==> src/hw/rtl/lgu_pkg.sv <==
package lgu_pkg;

  // Operations of the shared arithmetic unit.
  typedef enum logic [1:0] {
    ALU_MUL,
    ALU_DIV,
    ALU_SQRT
  } alu_op_e;

  typedef struct packed {
    logic        start;
    alu_op_e     op;
    logic [63:0] opa;
    logic [31:0] opb;
  } alu_req_t;

  typedef struct packed {
    logic        done;
    logic [63:0] res;
  } alu_rsp_t;

  // Sequencer states.
  typedef enum logic [4:0] {
    ST_IDLE,
    ST_DISP,
    ST_WAIT,
    ST_SQ_FIN,
    ST_HUB_IN,
    ST_HUB_DA,
    ST_HUB_DD,
    ST_LNORM,
    ST_LSQ,
    ST_LSQR,
    ST_LNEG,
    ST_LLO,
    ST_LHI,
    ST_PH_Q,
    ST_PH_QQ,
    ST_PH_RT,
    ST_PH_G,
    ST_PH_AR,
    ST_PH_V,
    ST_ACC,
    ST_MEAN,
    ST_OUT
  } lgu_state_e;

  // Loss kinds.
  localparam logic [2:0] KindLog    = 3'd0;
  localparam logic [2:0] KindSquare = 3'd1;
  localparam logic [2:0] KindAbs    = 3'd2;
  localparam logic [2:0] KindHuber  = 3'd3;
  localparam logic [2:0] KindPseudo = 3'd4;

  // Register indexes.
  localparam logic CfgLossKind   = 1'b0;
  localparam logic CfgHuberDelta = 1'b1;

  localparam logic [47:0] SumMax  = 48'hFFFF_FFFF_FFFF;
  localparam logic [30:0] MeanMax = 31'h7FFF_FFFF;
  localparam logic [31:0] Ln2Q28  = 32'd186065279;
  localparam logic [31:0] RootOne = 32'h8000_0000;
  localparam logic [63:0] SqrtBias = 64'h4000_0000_0000_0000;

endpackage

==> src/hw/rtl/lgu_alu.sv <==
module lgu_alu import lgu_pkg::*; (
  input  logic     clk_i,
  input  logic     rst_ni,
  input  alu_req_t req_i,
  output alu_rsp_t rsp_o
);

  logic        busy_q, done_q;
  logic [5:0]  cnt_q;
  alu_op_e     op_q;
  logic [63:0] acc_q, aux_q, bit_q, res_q;
  logic [31:0] rem_q, dvs_q;

  logic        last_step;
  logic [63:0] prod;
  logic [32:0] div_sh;
  logic [33:0] div_diff;
  logic        div_ge;
  logic [31:0] div_rem_nxt;
  logic [63:0] div_acc_nxt;
  logic [64:0] sq_trial;
  logic        sq_ge;
  logic [63:0] sq_acc_nxt, sq_aux_nxt;

  assign prod = req_i.opa[31:0] * req_i.opb;

  // Restoring division, one quotient bit per cycle.
  assign div_sh      = {rem_q, acc_q[63]};
  assign div_diff    = {1'b0, div_sh} - {2'b00, dvs_q};
  assign div_ge      = !div_diff[33];
  assign div_rem_nxt = div_ge ? div_diff[31:0] : div_sh[31:0];
  assign div_acc_nxt = {acc_q[62:0], div_ge};

  // Digit-by-digit square root, one result bit per cycle.
  assign sq_trial   = {1'b0, aux_q} + {1'b0, bit_q};
  assign sq_ge      = {1'b0, acc_q} >= sq_trial;
  assign sq_acc_nxt = sq_ge ? acc_q - sq_trial[63:0] : acc_q;
  assign sq_aux_nxt = sq_ge ? (aux_q >> 1) + bit_q : aux_q >> 1;

  assign last_step = (op_q == ALU_DIV) ? (cnt_q == 6'd63) : (cnt_q == 6'd31);

  always_ff @(posedge clk_i or negedge rst_ni) begin
    if (!rst_ni) begin
      busy_q <= 1'b0;
      done_q <= 1'b0;
      cnt_q  <= '0;
      op_q   <= ALU_MUL;
    end else if (req_i.start) begin
      busy_q <= (req_i.op != ALU_MUL);
      done_q <= (req_i.op == ALU_MUL);
      cnt_q  <= '0;
      op_q   <= req_i.op;
    end else if (busy_q) begin
      cnt_q  <= cnt_q + 6'd1;
      busy_q <= !last_step;
      done_q <= last_step;
    end else begin
      done_q <= 1'b0;
    end
  end

  always_ff @(posedge clk_i) begin
    if (req_i.start) begin
      unique case (req_i.op)
        ALU_MUL: res_q <= prod;
        ALU_DIV: begin
          acc_q <= req_i.opa;
          rem_q <= '0;
          dvs_q <= req_i.opb;
        end
        ALU_SQRT: begin
          acc_q <= req_i.opa;
          aux_q <= '0;
          bit_q <= SqrtBias;
        end
        default: res_q <= prod;
      endcase
    end else if (busy_q) begin
      if (op_q == ALU_DIV) begin
        acc_q <= div_acc_nxt;
        rem_q <= div_rem_nxt;
        if (last_step) res_q <= div_acc_nxt;
      end else begin
        acc_q <= sq_acc_nxt;
        aux_q <= sq_aux_nxt;
        bit_q <= bit_q >> 2;
        if (last_step) res_q <= sq_aux_nxt;
      end
    end
  end

  assign rsp_o.done = done_q;
  assign rsp_o.res  = res_q;

endmodule

==> config.mk <==
export PLATFORM = sky130hd
export DESIGN_NAME = lgu_alu
export DESIGN_NICKNAME = d
export VERILOG_FILES = /design/src/hw/rtl/lgu_pkg.sv /design/src/hw/rtl/lgu_alu.sv
export SDC_FILE = /design/constraint.sdc
export NUM_CORES = 2
export LEC_CHECK = 0
export ABC_AREA = 1
export BUFFER_PORTS_ARGS = -buffer_cell sky130_fd_sc_hd__buf_4
export CAP_MARGIN = 10
export CORE_UTILIZATION = 50
export DETAILED_ROUTE_END_ITERATION = 10
export PLACE_DENSITY = 0.68
export SYNTH_ARGS = -nofsm -noshare
export SYNTH_HDL_FRONTEND = slang
export SYNTH_SLANG_ARGS = --single-unit
==> constraint.sdc <==
create_clock -name clk_i -period 17.2 [get_ports clk_i]
set_input_delay 2.58 -clock clk_i [delete_from_list [all_inputs] [get_ports clk_i]]
set_output_delay 2.58 -clock clk_i [all_outputs]
set_load 0.01 [all_outputs]
## After elaboration in Yosys (flattened, before gate mapping)

Cells that the tools add are included.

- Add/sub/neg operators: 5
- $mul: 1
- Order comparisons: 1
- Equality and inequality tests: 10
- Multiplexer cells: 32
- Reduce and logical (&&, ||, !) cells: 14

Operator list:

| kind | number |
|---|---|
| $mux 64 | 20 |
| $mux 32 | 5 |
| $add 64x64->65 | 1 |
| $ge 64x65->1 | 1 |
| $add 63x64->64 | 1 |
| $mul 32x32->64 | 1 |
| $sub 64x64->64 | 1 |
| $sub 33x32->34 | 1 |
| $mux 6 | 2 |
| $reduce_and 3->1 | 4 |
| $reduce_bool 2->1 | 4 |
| $add 6x1->6 const B | 1 |
| $eq 6x5->1 const B | 1 |
| $eq 6x6->1 const B | 1 |
| $ne 2x2->1 const B | 3 |
| $mux 1 | 5 |
| $eq 2x1->1 const B | 2 |
| $ne 2x1->1 const B | 2 |
| $reduce_bool 3->1 | 1 |
| $eq 2x2->1 const B | 1 |
| $logic_not 1->1 | 2 |
| $logic_not 2->1 | 1 |
| $reduce_and 2->1 | 1 |
| $reduce_or 2->1 | 1 |

- Bits in registers: 330
- Input port bits: 101
- Logic and storage cells: 73

## Longest topological paths before layout

- Word-level depth: 7
- Depth in mapped cells: 34

## Least setup slack after synthesis

OpenSTA, ideal clock, no wires.

- Kind: input to register
- Start: input req_i[57] in the netlist's numbering
- End: register res_q[59] (data pin)
- Library setup time: 0.252 ns
- Data arrival time: 8.706 ns
- Required time: 16.948 ns
- Setup slack: 8.242 ns
- Cell stages on the path: 29
- Buffers on the path: 2
- Cell sequence: clkbuf_1 > clkbuf_1 > nand2_1 > inv_1 > fa_1 > fa_1 > inv_1 > fa_1 > fa_1 > inv_1 > fa_1 > fa_1 > fa_1 > inv_1 > fa_1 > inv_1 > ha_1 > nand2_1 > nor2_1 > inv_1 > o21ai_0 > a21oi_1 > or2_2 > nand3_1 > nand2_1 > nand3_1 > nand2_1 > inv_1 > nand2_1

- Word-level cells in the longest chain between the ends: 3

RTL lines:

| what | RTL line | text |
|---|---|---|
| start: declaration | lgu_alu.sv:4 | `input alu_req_t req_i,` |
| $mul 32x32->64 | lgu_alu.sv:25 | `assign prod = req_i.opa[31:0] * req_i.opb;` |
| $mux 64 | lgu_alu.sv:64 | `unique case (req_i.op)` |
| $mux 64 | lgu_alu.sv:63 | `if (req_i.start) begin` |
| end signal: assignment | lgu_alu.sv:65 | `ALU_MUL: res_q <= prod;` |
| end signal: assignment | lgu_alu.sv:76 | `default: res_q <= prod;` |
| end signal: assignment | lgu_alu.sv:82 | `if (last_step) res_q <= div_acc_nxt;` |
| end: declaration | lgu_alu.sv:11 | `logic [63:0] acc_q, aux_q, bit_q, res_q;` |

No other way between the ends. The select of a mux whose other input is x is not followed.
A chain may end at the register's enable or synchronous reset.

## Worst setup path in the final report

- Start: input req_i[57] in the netlist's numbering
- End: register res_q[45] (data pin)

Same word-level chain as after synthesis.

==> results.md <==
- Worst Path Max Fanout: 33
- FF-to-FF path depth: 25
- Fmax: 0.0966 GHz
- Clock Pin Slew Worst Setup and Hold Paths: 0.06 ns
- Syn Inst Count: 8634
- Multi-input logic area: 43800 sq um
- Ranking of synthesized cells by area: fa_1, edfxtp_1, nand2_1
- CTS tree: built
- Port bufs: 165
- Slew @ Worst Pin: 1.39 ns
- Die H: 354 microns
- # IOs: 166
- NumNets Final: 9988
- Area growth from synthesis to layout: 5.74%
- Root buffer cell: clkbuf_16
- Avg Synthesized Cell Area: 7.19 sq um
- Commonest non-fill, non-tap cells in the layout: nand2_1, inv_1, fa_1
- Post-route setup TNS: 0 ns
- Initial DRC Count: 6086
- Hold WC Path Type: flop to flop
- Initial Util: 0.507
- Initial DRT Pass Iterations: 8
- Routed WL per cell: 23.8 microns
- Core area: 123000 sq um
- Critical Path Start Type: input port
- Die area: 126000 sq um
- Number of global-route vias before repair: 59100
- Total Wirelength: 244000 microns
- WP data required: 17.59 ns
- Critical path startpoint: req_i[57]
- DP HPWL: 198000 microns
- Ys Warns: 0
- Max Cap Violations: 0
- WHS: 0.503 ns
- Mapped Nets: 10100
- CTS Sinks: 298
- WP data arrival: 10.74 ns
- Hold_buf cts: 0
- Unrepaired setup endpoints after global routing: false
- CTS Buf Count: 41
- Clk_lat worst skew: 0.64 ns
- Post-synth top area cell: fa_1
- Top cell type's share of synthesized area: 0.289
- Final period util: 0.602
- Initial antenna violation count: 7
- Sequential fraction of the synthesis area: 0.143
- Fin crit period: 10.35 ns
- DR vias: 57500
- Final Hold Vio Count: 0
- DRC: 0
- Crit. End Element: flop
- Worst R2R Start: aux_q[16]$_SDFFCE_PP0P_
- First-pass GRT wire length: 366000 microns
- Fill cells: 12100
- Yosys cell types: 51
- # setup viols final: 0
- Clk_skew: 0.0568 ns
- Via/cell ratio: 5.63
- Register area: 8900 sq um
- Postcts setup bufs: 0
- Total global routing overflow: 0
- Row Count: 128
- Rel. slew slack: 0.0661
- Reg2reg setup slack: 9.19 ns
- Run status: complete, no violations
- Die Wd: 354 microns
- Cts repair resizes: 0
- GPL Wtd Cong: 1.05
- Synth Cell Area: 62100 sq um
- ANT nets after route: 0
- Commonest non-fill, non-tap cell in the layout: nand2_1
- Slew Viols, Final: 0
- Largest net degree at the start of global routing: 87
- Tot GR Track Use: 0.391
- #FFs+latches synth: 298
- Layout cells sized above 1: 0.0383
- Critical Path End: res_q[45]$_DFFE_PP_
- CTS max path bufs: 3
- Reg2reg end: res_q[48]$_DFFE_PP_
- Kind of critical path: input port to flop
- H-tree depth: 2
[metrics by stage]
step | std cells | setup slack [ns] | util | area, sq um
2_1_floorplan | 8634 | 8.24 | - | 62100
3_3_place_gp | 10100 | 6.35 | 0.525 | 64400
3_5_place_dp | 10100 | 6.38 | 0.525 | 64400
4_1_cts | 10200 | 7.04 | 0.536 | 65700
5_1_grt | 10200 | 6.72 | 0.536 | 65700
6_report | 10200 | 6.85 | 0.536 | 65700
[sequential cells by signal, indices dropped and copies added (netlist names)]
register,count
done_q,1
rem_q,32
bit_q,32
busy_q,1
acc_q,64
cnt_q,6
op_q,2
aux_q,64
res_q,64
dvs_q,32
[worst min path at each step]
stage	start	end	slack, ns	cells after the start
6_report	op_q[1]$_DFFE_PN0P_	op_q[1]$_DFFE_PN0P_	0.50	2
5_1_grt	cnt_q[1]$_DFFE_PN0P_	cnt_q[1]$_DFFE_PN0P_	0.55	2
4_1_cts	op_q[1]$_DFFE_PN0P_	op_q[1]$_DFFE_PN0P_	0.50	2
3_5_place_dp	op_q[1]$_DFFE_PN0P_	op_q[1]$_DFFE_PN0P_	0.49	2
3_3_place_gp	op_q[1]$_DFFE_PN0P_	op_q[1]$_DFFE_PN0P_	0.48	2
2_1_floorplan	op_q[1]$_DFFE_PN0P_	op_q[1]$_DFFE_PN0P_	0.45	2
[metal layers]
layer	global-route usage	up-vias	part of all wire
met2	0.602	3001	0.44
met1	0.548	28200	0.42
met4	0.140	2	0.040
met5	0	-	0.000053
li1	-	25800	-
met3	0.0747	486	0.10
[area by class of cell]
| class | instances | area share |
|---|---|---|
| multi-input cells | 5845 | 0.667 |
| flip-flops and latches | 298 | 0.135 |
| inverters | 2187 | 0.125 |
| well taps | 1625 | 0.0310 |
| repair buffers | 187 | 0.0215 |
| clock buffers | 51 | 0.0162 |
| clock inverters | 24 | 0.00352 |
| diodes | 2 | 0.0000762 |
[Yosys cell counts, drive strengths merged]
library cell	instances
fa	898
a21boi	7
nor3	55
nor4b	1
a22o	1
and3	13
o211ai	34
buf	33
nand2	2289
xor2	97
inv	2186
clkbuf	271
clkinv	1
o2111ai	4
o221ai	3
nand2b	1
a221oi	7
a31oi	28
o21ai	412
nand3	304
or3	1
dfrtp	10
or2	9
o21a	8
xnor2	64
o21bai	48
a211oi	3
edfxtp	288
o22ai	2
ha	429
a22oi	19
nor3b	1
a21oi	386
a21o	23
nor4	17
o31ai	5
nand3b	19
and2	2
nand4	57
nor2	598
[critical path: stages]
cell and delay (ns):
buf_4 0.52, nand2_1 0.18, fa_1 0.59, fa_1 0.46, fa_1 0.52, fa_1 0.52, inv_1 0.05, fa_1 0.64
fa_1 0.46, fa_1 0.49, inv_1 0.05, fa_1 0.47, inv_1 0.04, ha_1 0.38, a21oi_1 0.23, o21ai_0 0.18
a21oi_1 0.37, nor2_1 0.09, nor2_1 0.41, nand3_1 0.37, o21ai_0 0.59, nand2_1 0.32, inv_1 0.11, nand2_1 0.05
[cell families after synthesis]
logic type               synth area share
XOR/XNOR                           0.0227
AO/OA/AOI/OAI                      0.0894
flip-flops                          0.143
adder cells (fa/ha/maj)             0.376
AND/OR/NAND/NOR                     0.217
buffers and inverters               0.152
Power is left out: the tool's default activity adds up to more than one toggle a clock period on the data nets, which glitch-free logic cannot reach.
